$ cat src/hdl/bf3_pkg.sv
`default_nettype none

package bf3_pkg;

  // Pixel and result widths.
  localparam int PIX_W      = 8;
  // Configuration register widths.
  localparam int FW_W       = 11;
  localparam int FH_W       = 12;
  localparam int CFG_IDX_W  = 2;
  localparam int CFG_DATA_W = 12;
  // Row counter width and the largest meaningful frame height.
  localparam int ROW_W        = 12;
  localparam int HEIGHT_LIMIT = 4095;
  // Smallest frame dimension and the first row/column with a full window.
  localparam int MIN_DIM  = 3;
  localparam int WIN_EDGE = 2;
  // Column sum of three pixels and window sum of nine pixels.
  localparam int COL_SUM_W = 10;
  localparam int WIN_SUM_W = 12;
  // Division by nine as a multiplication by round(2^16 / 9), exact for sums up to 2295.
  localparam int                 RECIP_W   = 13;
  localparam logic [RECIP_W-1:0] RECIP_9   = 13'd7282;
  localparam int                 DIV_SHIFT = 16;
  localparam int                 PROD_W    = WIN_SUM_W + RECIP_W;

  localparam logic [FW_W-1:0] FW_RESET = 11'd800;
  localparam logic [FH_W-1:0] FH_RESET = 12'd600;

  typedef enum logic [CFG_IDX_W-1:0] {
    CFG_FRAME_WIDTH  = 2'd0,
    CFG_FRAME_HEIGHT = 2'd1
  } cfg_reg_t;

  // One column of the window, top to bottom, with its sum.
  typedef struct packed {
    logic [PIX_W-1:0]     top;
    logic [PIX_W-1:0]     mid;
    logic [PIX_W-1:0]     bot;
    logic [COL_SUM_W-1:0] sum;
  } column_t;

endpackage

`default_nettype wire

$ cat src/hdl/bf3_cell.sv
`default_nettype none

// One window column: holds a column, passes it on to the next cell on each
// shift and adds its column sum to the window sum flowing through the chain.
module bf3_cell (
  input  wire logic                           clk,
  input  wire logic                           rst_n,
  input  wire logic                           shift_en,
  input  wire bf3_pkg::column_t               col_in,
  output      bf3_pkg::column_t               col_out,
  input  wire logic [bf3_pkg::WIN_SUM_W-1:0]  acc_in,
  output      logic [bf3_pkg::WIN_SUM_W-1:0]  acc_out
);
  import bf3_pkg::*;

  column_t col_r;

  always_ff @(posedge clk) begin
    if (!rst_n) begin
      col_r <= '0;
    end else if (shift_en) begin
      col_r <= col_in;
    end
  end

  assign col_out = col_r;
  assign acc_out = acc_in + WIN_SUM_W'(col_r.sum);

endmodule

`default_nettype wire

$ cat config.mk
export PLATFORM = sky130hd
export DESIGN_NAME = bf3_cell
export DESIGN_NICKNAME = d
export VERILOG_FILES = /design/src/hdl/bf3_pkg.sv /design/src/hdl/bf3_cell.sv
export SDC_FILE = /design/constraint.sdc
export NUM_CORES = 1
export LEC_CHECK = 0
export BUFFER_PORTS_ARGS = -buffer_cell sky130_fd_sc_hd__buf_4
export CAP_MARGIN = 20
export CELL_PAD_IN_SITES_DETAIL_PLACEMENT = 0
export CELL_PAD_IN_SITES_GLOBAL_PLACEMENT = 1
export CORE_MARGIN = 1.5
export CORE_UTILIZATION = 29
export DETAILED_ROUTE_END_ITERATION = 16
export GPL_TIMING_DRIVEN = 0
export MAX_ROUTING_LAYER = met4
export PLACE_DENSITY = 0.82
export SYNTH_ARGS = -nofsm -noshare
export SYNTH_HDL_FRONTEND = slang
export SYNTH_SLANG_ARGS = --single-unit
$ cat constraint.sdc
create_clock -name clk -period 2.3 [get_ports clk]
set_input_delay 0.46 -clock clk [delete_from_list [all_inputs] [get_ports clk]]
set_output_delay 0.46 -clock clk [all_outputs]
set_load 0.01 [all_outputs]
==> results of run 1 <==
## synthesized netlist by cell type
master     number  area, um2
dfxtp_1        34        681
mux2i_1        34        340
nor2b_1        34        213
ha_1           10        125
a21oi_1         9       45.0
a21o_1          5       37.5
xnor2_1         5       43.8
clkbuf_1        4       15.0
buf_2           3       15.0
xor2_1          3       26.3
and3_1          2       12.5
inv_1           2       7.51
nand2_1         2       7.51
nand2b_1        2       12.5
nand3_1         2       10.0
nor3_1          2       10.0
o211ai_1        2       15.0
a2111oi_0       1       8.76
a211oi_1        1       7.51
a21boi_0        1       7.51
a221oi_1        1       8.76
a221oi_2        1       15.0
a22oi_1         1       7.51
and2_2          1       7.51
and3_4          1       11.3
fa_1            1       20.0
nand3b_1        1       7.51
nand4b_1        1       8.76
nor2_1          1       3.75
o2111a_1        1       11.3
o21ai_0         1       5.00
o221ai_1        1       8.76
or2_2           1       6.26
or3_1           1       6.26
## cells in the final DEF, fill, tap and decap left out, types with 2 or more instances in the layout
cell type and n:
inv_1 2, nand2_1 2, a21oi_4 2, nor3_1 2, dfxtp_1 31, ha_1 4
buf_2 3, a21oi_2 3, nand3_1 2, buf_4 99, buf_6 3, nand2b_1 2
clkbuf_1 4, ha_4 5, dfxtp_4 2, xnor2_1 4, a21oi_1 4, nor2b_1 34
xor2_1 3, a21o_1 5, mux2i_1 34, and3_1 2, clkbuf_8 8, o211ai_1 2
## routing by layer
| layer | global-route usage [%] | vias to the layer above | part of all wire, % |
|---|---|---|---|
| met5 | - | - | 0 |
| met2 | 23.9 | 56 | 49 |
| met4 | 4.66 | 0 | 0.74 |
| li1 | - | 823 | - |
| met3 | 3.60 | 5 | 6.2 |
| met1 | 17.7 | 759 | 44 |
## critical path: stages, from the launching register on
cell	delay, ns
dfxtp_4	0.35
ha_4	0.16
fa_2	0.34
a21o_1	0.21
a221oi_4	0.31
nor3_1	0.08
or3_1	0.36
buf_6	0.13
## through the flow
stage | instances | setup WS, ns | setup TNS, ns | total power [mW] | utilization [%]
after floorplan | 172 | -0.0966 | -0.0966 | 0.878 | -
final | 357 | -0.378 | -1.36 | 1.65 | 49.1
after detailed placement | 340 | -0.444 | -0.886 | 1.08 | 43.5
after global routing | 357 | -0.506 | -2.01 | 1.74 | 49.1
after CTS | 355 | -0.404 | -1.32 | 1.65 | 48.0
after global placement | 340 | -0.442 | -0.844 | 1.08 | 43.5
## cell type report
cell class | instances | area (um2)
Fill cell | 584 | 3010
Multi-Input combinational cell | 129 | 1200
Timing Repair Buffer | 102 | 777
Sequential cell | 34 | 689
Clock buffer | 8 | 110
Tap cell | 75 | 93.8
Buffer | 7 | 30.0
Inverter | 2 | 7.51
## report_power, final
part	internal [mW]	leakage, nW	switching, mW
Sequential	0.624	0.282	0.0248
Clock	0.302	0.0575	0.214
Combinational	0.276	1.05	0.206
Total	1.20	1.39	0.445
## path summary, 6_finish.rpt
check,slack [ns],from,end,cells past startpoint
hold / removal,0.43,col_in[23],col_out[23]$_SDFFE_PN0P_,3
setup / recovery,-0.38,col_out[0]$_SDFFE_PN0P_,acc_out[10],7
hold reg to reg,0.52,col_out[28]$_SDFFE_PN0P_,col_out[28]$_SDFFE_PN0P_,2
setup reg to reg,1.42,col_out[1]$_SDFFE_PN0P_,col_out[1]$_SDFFE_PN0P_,4
## what timing repair did
| action | in CTS | in global routing |
|---|---|---|
| resized for setup | 21 | 10 |
| pin swaps | 15 | 13 |
| hold endpoints to repair | 0 | 0 |
| endpoints found under the setup margin | 7 | 7 |
| buffers inserted | 7 | 4 |
## cell families (layout without fill, tap and decap cells)
group,Yosys count,in the layout,synth area share (%)
adder cells (fa/ha/maj),11,11,8.21
AO/OA/AOI/OAI,25,25,10.0
flip-flops,34,34,38.5
multiplexers,34,34,19.3
buffers and inverters,9,119,2.12
AND/OR/NAND/NOR,51,51,17.9
XOR/XNOR,8,8,3.96
==> metrics.txt, run 1 <==
status complete, but fails checks; failing checks setup timing; Hold Path Class input pin to register; Syn Area/Cell 10.3 um2; Max FO, Critical Path 3; Peak VDD IR 0.407 mV; Crit. End Element output pin; Clock transition at path regs 0.07 ns; final setup margin -0.378 ns; GPL Wtd Cong 0.722; CP required 1.84 ns; Detailed Route Iter0 Violations 24; Final Cell Area 0.00291 mm2; Slew Limit Headroom 72.2%; ant diodes 0; max_cap viols 0; port bufs 93; CTS tree built; Die W 81.1 um; H-Tree Depth 2; antenna violations before repair 0; Final setup viols 6; Fin. Hold Viols 0; fin crit share 116%; vias after detailed routing 1643; global-route wire length before repair 7250 um; Gate Count Post-Synth 172; clock buffer depth 2; Clk Latency, worst-skew pair 0.28 ns; critical path class register to output pin; clk root buf clkbuf_8; Leak Pwr 1.39 nW; Area Growth Syn to Fin 64.5%; fin crit period 2.68 ns; effective utilization at floorplan 29.9%; total wire length 4610 um; Yosys reg bits 34; DR DRC count 0; Nets 341; post-DR vias/cell 4.60; pwr/cell area 566 mW/mm2; Routed Antenna Nets 0; GRT Util Overall 14.7%; die area 0.00657 mm2; CP arrival 2.22 ns; Post-CTS Hold Buffers 0; Hold Slack 0.433 ns; Seq/Total Area, Yosys 38.5%; Critical Path Start Type register; Yosys warnings 0; Mapped Area 0.00177 mm2; CTS Buf Count 5; core area 0.00592 mm2; DR WL/cell 12.9 um; I/O pin cnt 95; Slew @ Worst Pin 0.417 ns; flip-flop count of the largest register after layout 34; Mapped Nets 232; clock sinks 34; max-slew violations 0; vias in the first global route 1594; DPL Wire Length 3390 um; height of the die 81.1 um; GR Overflow Total 0; largest net degree at the start of global routing 11; count of cell types in the netlist 34; TritonRoute pass-1 iters 3; std cell rows 28; Fmax 373 MHz; RSZ-0062 raised after global routing yes; share of layout cells above drive strength 1 48.9%; Clock Skew 0 ns; Area after DPL 0.00257 mm2
Note: power is estimated with default switching activity, not from simulation.
==> run 2: changes to the inputs <==
--- a/config.mk
+++ b/config.mk
@@ -15,6 +15,7 @@
 export GPL_TIMING_DRIVEN = 0
 export MAX_ROUTING_LAYER = met4
 export PLACE_DENSITY = 0.82
+export SKIP_CTS_REPAIR_TIMING = 1
 export SYNTH_ARGS = -nofsm -noshare
 export SYNTH_HDL_FRONTEND = slang
 export SYNTH_SLANG_ARGS = --single-unit
==> metrics.txt, run 2 (synthesized netlist as in run 1, its figures left out) <==
final setup margin -0.383 ns (-0.00480 ns); CTS tree built; multi-input combinational cell area 0.00115 mm2 (-4.3%); Area Growth Syn to Fin 60.5%; RSZ-0062 raised after global routing yes; failing checks setup timing; GPL Wtd Cong 0.722 (unchanged); critical-path cell list ha_4 -> fa_2 -> a21o_1 -> a221oi_4 -> nor3_2 -> or3_4 -> buf_6; Routed Antenna Nets 0 (unchanged); std cell rows 28 (unchanged); Nets 339 (-0.59%); max_cap viols 0 (unchanged); global-route wire length before repair 6870 um (-5.2%); largest net degree at the start of global routing 11 (unchanged); pwr/cell area 573 mW/mm2 (+1.2%); Area after DPL 0.00257 mm2 (unchanged); antenna violations before repair 0 (unchanged); CTS Buf Count 5 (unchanged); Critical Path Start Type register; Slew Limit Headroom 72.2% (about the same); post-layout util 47.9% (-1.2 points); DPL Wire Length 3390 um (unchanged); clock sinks 34 (unchanged); H-Tree Depth 2 (unchanged); I/O pin cnt 95 (unchanged); R2R cell count 2 (-2); Crit. End Element output pin; TritonRoute pass-1 iters 4 (+1); commonest non-fill, non-tap cell in the layout buf_4; Crit Reg-Reg Endpoint col_out[3]$_SDFFE_PN0P_; GR Overflow Total 0 (unchanged); CP required 1.84 ns (about the same); max layer used met4; RR Startpoint col_out[3]$_SDFFE_PN0P_; Register Area 688 um2 (-0.18%); Critical Path Slowest Stage Cell or3_4; R2R setup slack 1.59 ns (+0.17 ns); Fmax 373 MHz (-0.18%); commonest cells after routing, fill and taps aside buf_4, mux2i_1, nor2b_1, dfxtp_1, clkbuf_8; worst hold start col_in[23]; vias in the first global route 1527 (-4.2%); status complete, but fails checks; fin crit share 117% (+0.21 points); post-DR vias/cell 4.55 (-1.2%); Clock Skew 0 ns (unchanged); share of layout cells above drive strength 1 47.1% (-1.8 points); Hold Path Class input pin to register; critical path class register to output pin; Fill cells 590 (+1.0%); Clk Latency, worst-skew pair 0.28 ns (about the same); Final setup viols 6 (unchanged); CP peak stage delay 0.37 ns (about the same); met3 WL 283 um (-1.7%); DR WL/cell 12.7 um (-1.3%); Leak Pwr 1.37 nW (-1.7%); vias after detailed routing 1614 (-1.8%); GRT Util Overall 13.9% (-0.80 points); clk root buf clkbuf_8; WHS Path Cells 3 (unchanged); DR DRC count 0 (unchanged); Clock transition at path regs 0.07 ns (about the same); Die W 81.1 um (unchanged); clock buffer depth 2 (unchanged); max-slew violations 0 (unchanged); Met1 Wirelength 2020 um (-0.54%); Detailed Route Iter0 Violations 34 (+42%); CP arrival 2.22 ns (about the same); height of the die 81.1 um (unchanged); Slew @ Worst Pin 0.417 ns (+0.000622 ns); Final Cell Area 0.00284 mm2 (-2.5%); fin crit period 2.68 ns (+0.00480 ns); Fin. Hold Viols 0 (unchanged); met2 wire length 2200 um (-2.7%); Hold EP col_out[23]$_SDFFE_PN0P_; Peak VDD IR 0.407 mV (about the same); total wire length 4530 um (-1.9%); port bufs 93 (unchanged); die area 0.00657 mm2 (unchanged); ant diodes 0 (unchanged); core area 0.00592 mm2 (unchanged); flip-flop count of the largest register after layout 34 (unchanged); Max FO, Critical Path 3 (unchanged); effective utilization at floorplan 29.9% (unchanged)
==> run 2: routing by layer <==
metal | global-route usage, % | vias up
li1 | - | 822
met1 | 17.0 | 737
met2 | 22.1 | 53
met3 | 3.60 | 2
met4 | 4.66 | 0
met5 | - | -
==> run 2: area by class of cell <==
cell class              instances  share of cell area (%)
clock buffers                   8                    3.88
repair buffers                100                    26.7
plain buffers                   7                    1.06
inverters                       2                   0.265
multi-input cells             129                    40.5
well taps                      75                    3.31
flip-flops and latches         34                    24.3
==> run 2: worst max-delay path by stage <==
stage	to	slack [ns]	from	cells past startpoint
floorplan	acc_out[10]	-0.1	acc_in[0]	6
global route	acc_out[10]	-0.47	col_out[0]$_SDFFE_PN0P_	7
global placement	acc_out[10]	-0.44	acc_in[0]	8
CTS	acc_out[10]	-0.54	col_out[0]$_SDFFE_PN0P_	7
detailed placement	acc_out[10]	-0.44	acc_in[0]	8
finish	acc_out[10]	-0.38	col_out[0]$_SDFFE_PN0P_	7
==> run 2: power breakdown <==
part | switching [mW] | internal (mW) | total, mW
Sequential | 0.0253 | 0.623 | 0.649
Combinational | 0.195 | 0.265 | 0.460
Clock | 0.215 | 0.302 | 0.518
==> run 2: per-stage QoR <==
step           hold slack [ns]  worst slack [ns]  power [mW]  instances  TNS [ns]
6_report                 0.430            -0.383        1.63        355     -1.15
5_1_grt                  0.431            -0.465        1.72        355     -1.91
4_1_cts                  0.425            -0.542        1.61        348     -1.62
3_5_place_dp             0.510            -0.444        1.08        340    -0.886
3_3_place_gp             0.497            -0.442        1.08        340    -0.844
2_1_floorplan            0.538           -0.0966       0.878        172   -0.0966
==> run 2: worst max-delay path, delay by kind of cell (launching register included) <==
family | cells | cell delay [ns]
fa+ha+maj | 2 | 0.50
simple gates | 2 | 0.44
compound gates | 2 | 0.52
flops | 1 | 0.36
buf+inv | 1 | 0.13
==> run 3: changes to the inputs <==
--- a/config.mk
+++ b/config.mk
@@ -10,11 +10,11 @@
 export CELL_PAD_IN_SITES_DETAIL_PLACEMENT = 0
 export CELL_PAD_IN_SITES_GLOBAL_PLACEMENT = 1
 export CORE_MARGIN = 1.5
-export CORE_UTILIZATION = 29
+export CORE_UTILIZATION = 32
 export DETAILED_ROUTE_END_ITERATION = 16
 export GPL_TIMING_DRIVEN = 0
 export MAX_ROUTING_LAYER = met4
-export PLACE_DENSITY = 0.82
+export PLACE_DENSITY = 0.86
 export SKIP_CTS_REPAIR_TIMING = 1
 export SYNTH_ARGS = -nofsm -noshare
 export SYNTH_HDL_FRONTEND = slang
==> constraint.sdc (replaced) <==
create_clock -name clk -period 2.9 [get_ports clk]
set_input_delay 0.58 -clock clk [delete_from_list [all_inputs] [get_ports clk]]
set_output_delay 0.58 -clock clk [all_outputs]
set_load 0.01 [all_outputs]
==> metrics.txt, run 3 (synthesized netlist as in run 1, its figures left out) <==
commonest non-fill, non-tap cell in the layout buf_4; share of layout cells above drive strength 1 41.5% (-5.6 points); failing checks setup timing; GR Overflow Total 0 (unchanged); largest net degree at the start of global routing 11 (unchanged); Slew @ Worst Pin 0.377 ns (-0.0405 ns); Clk Latency, worst-skew pair 0.28 ns (about the same); flip-flop count of the largest register after layout 34 (unchanged); H-Tree Depth 2 (unchanged); CTS tree built; post-DR vias/cell 4.65 (+2.4%); worst setup path endpoint acc_out[10]; Layout Cells excl Fill 347 (-2.3%); max-slew violations 0 (unchanged); Fmax 344 MHz; RSZ-0062 raised after global routing yes; Fin. Hold Viols 0 (unchanged); CP most frequent cell buf_6; effective utilization at floorplan 34.0% (+4.1 points); status complete, but fails checks; Leak Pwr 1.35 nW (-1.5%); Crit path depth 8 (+1); Die W 77.3 um (-4.6%); die area 0.00598 mm2 (-9.0%); std cell rows 26 (-7.1%); Top Family by Delay on Critical Path adder cells; Routed Antenna Nets 0 (unchanged); final setup margin -0.00583 ns (+0.377 ns); pwr/cell area 462 mW/mm2 (-19%); global-route wire length before repair 6830 um (-0.60%); clk root buf clkbuf_8; Critical Path Slowest Stage Cell or3_1; Detailed Route Iter0 Violations 91 (+170%); clock sinks 34 (unchanged); dpl cells 335 (-1.5%); commonest cells after routing, fill and taps aside buf_4, mux2i_1, nor2b_1, dfxtp_1; Buf/Inv on CP 2 (+1); Peak VDD IR 0.346 mV (-15%); CP arrival 2.33 ns (+0.11 ns); max_cap viols 0 (unchanged); WHS Path Cells 2 (-1); height of the die 77.3 um (-4.6%); Nets 336 (-0.88%); GRT Util Overall 14.7% (+0.80 points); ant diodes 0 (unchanged); Critical Path Start Type input pin; Crit. End Element output pin; Hold Path Class register to register; vias in the first global route 1535 (+0.52%); fin crit share 100%; RR Startpoint col_out[1]$_SDFFE_PN0P_; I/O pin cnt 95 (unchanged); Clock transition at path regs 0.07 ns (about the same); DPL Wire Length 3330 um (-1.7%); R2R setup slack 2.22 ns (+0.63 ns); fin crit period 2.91 ns; R2R cell count 2 (unchanged); TritonRoute pass-1 iters 4 (unchanged); antenna violations before repair 0 (unchanged); Clock Skew 0 ns (unchanged); Max FO, Critical Path 3 (unchanged); port bufs 93 (unchanged); critical path class input pin to output pin; DR DRC count 0 (unchanged); post-layout util 52.4% (+4.5 points); Crit Reg-Reg Endpoint col_out[1]$_SDFFE_PN0P_; Slew Limit Headroom 74.9% (+2.7 points); CTS Buf Count 5 (unchanged); Area Growth Syn to Fin 54.4%; GPL Wtd Cong 0.740 (+2.5%); CP required 2.32 ns (+0.48 ns); critical-path cell list buf_6 -> ha_4 -> fa_2 -> a21o_1 -> a221oi_4 -> nor3_1 -> or3_1 -> buf_6; Final setup viols 1 (-5); CP peak stage delay 0.40 ns (+0.03 ns); core area 0.00520 mm2 (-12%); vias after detailed routing 1615 (+0.062%); DR WL/cell 12.5 um (-1.8%); clock buffer depth 2 (unchanged); total wire length 4340 um (-4.0%); worst setup path start acc_in[0]
## run 3: cell type report
type | instances | area, um2
clock buffers | 8 | 110
flip-flops and latches | 34 | 682
plain buffers | 7 | 30.0
well taps | 70 | 87.6
repair buffers | 97 | 736
fillers | 511 | 2480
multi-input cells | 129 | 1080
inverters | 2 | 7.51
## run 3: tightest hold or removal path: cells and delay by family (launching register included)
family / cells / cell delay (ns)
DFF: 1 / 0.33
muxes: 1 / 0.06
and+or+nand+nor: 1 / 0.09
## run 3: worst min-delay path by stage
| stage | endpoint | slack [ns] | startpoint |
|---|---|---|---|
| after global placement | col_out[19]$_SDFFE_PN0P_ | 0.50 | col_out[19]$_SDFFE_PN0P_ |
| after CTS | col_out[18]$_SDFFE_PN0P_ | 0.53 | col_out[18]$_SDFFE_PN0P_ |
| final | col_out[32]$_SDFFE_PN0P_ | 0.52 | col_out[32]$_SDFFE_PN0P_ |
| after detailed placement | col_out[12]$_SDFFE_PN0P_ | 0.51 | col_out[12]$_SDFFE_PN0P_ |
| after floorplan | col_out[10]$_SDFFE_PN0P_ | 0.54 | col_out[10]$_SDFFE_PN0P_ |
| after global routing | col_out[29]$_SDFFE_PN0P_ | 0.54 | col_out[29]$_SDFFE_PN0P_ |
## run 3: report_power, final
group	switching [mW]	internal [mW]
registers	0.0192	0.495
logic	0.146	0.196
clock network	0.164	0.240
## run 3: metal layers
layer	global-route usage (%)	vias to the layer above	wire length (um)
met1	17.4	743	1920
met3	4.94	7	305
met5	-	-	0
li1	-	814	-
met2	23.6	51	2070
met4	4.36	0	51
## run 3: stage by stage
stage / total power, mW / setup slack (ns) / TNS [ns] / hold WS (ns) / instance area [um2]
final: 1.26 / -0.00583 / -0.00583 / 0.518 / 2730
after global routing: 1.34 / -0.0698 / -0.0698 / 0.544 / 2730
after CTS: 1.27 / -0.180 / -0.180 / 0.527 / 2660
after detailed placement: 0.856 / -0.164 / -0.164 / 0.508 / 2550
after global placement: 0.853 / -0.165 / -0.165 / 0.499 / 2550
after floorplan: 0.694 / 0.161 / 0 / 0.538 / 1770
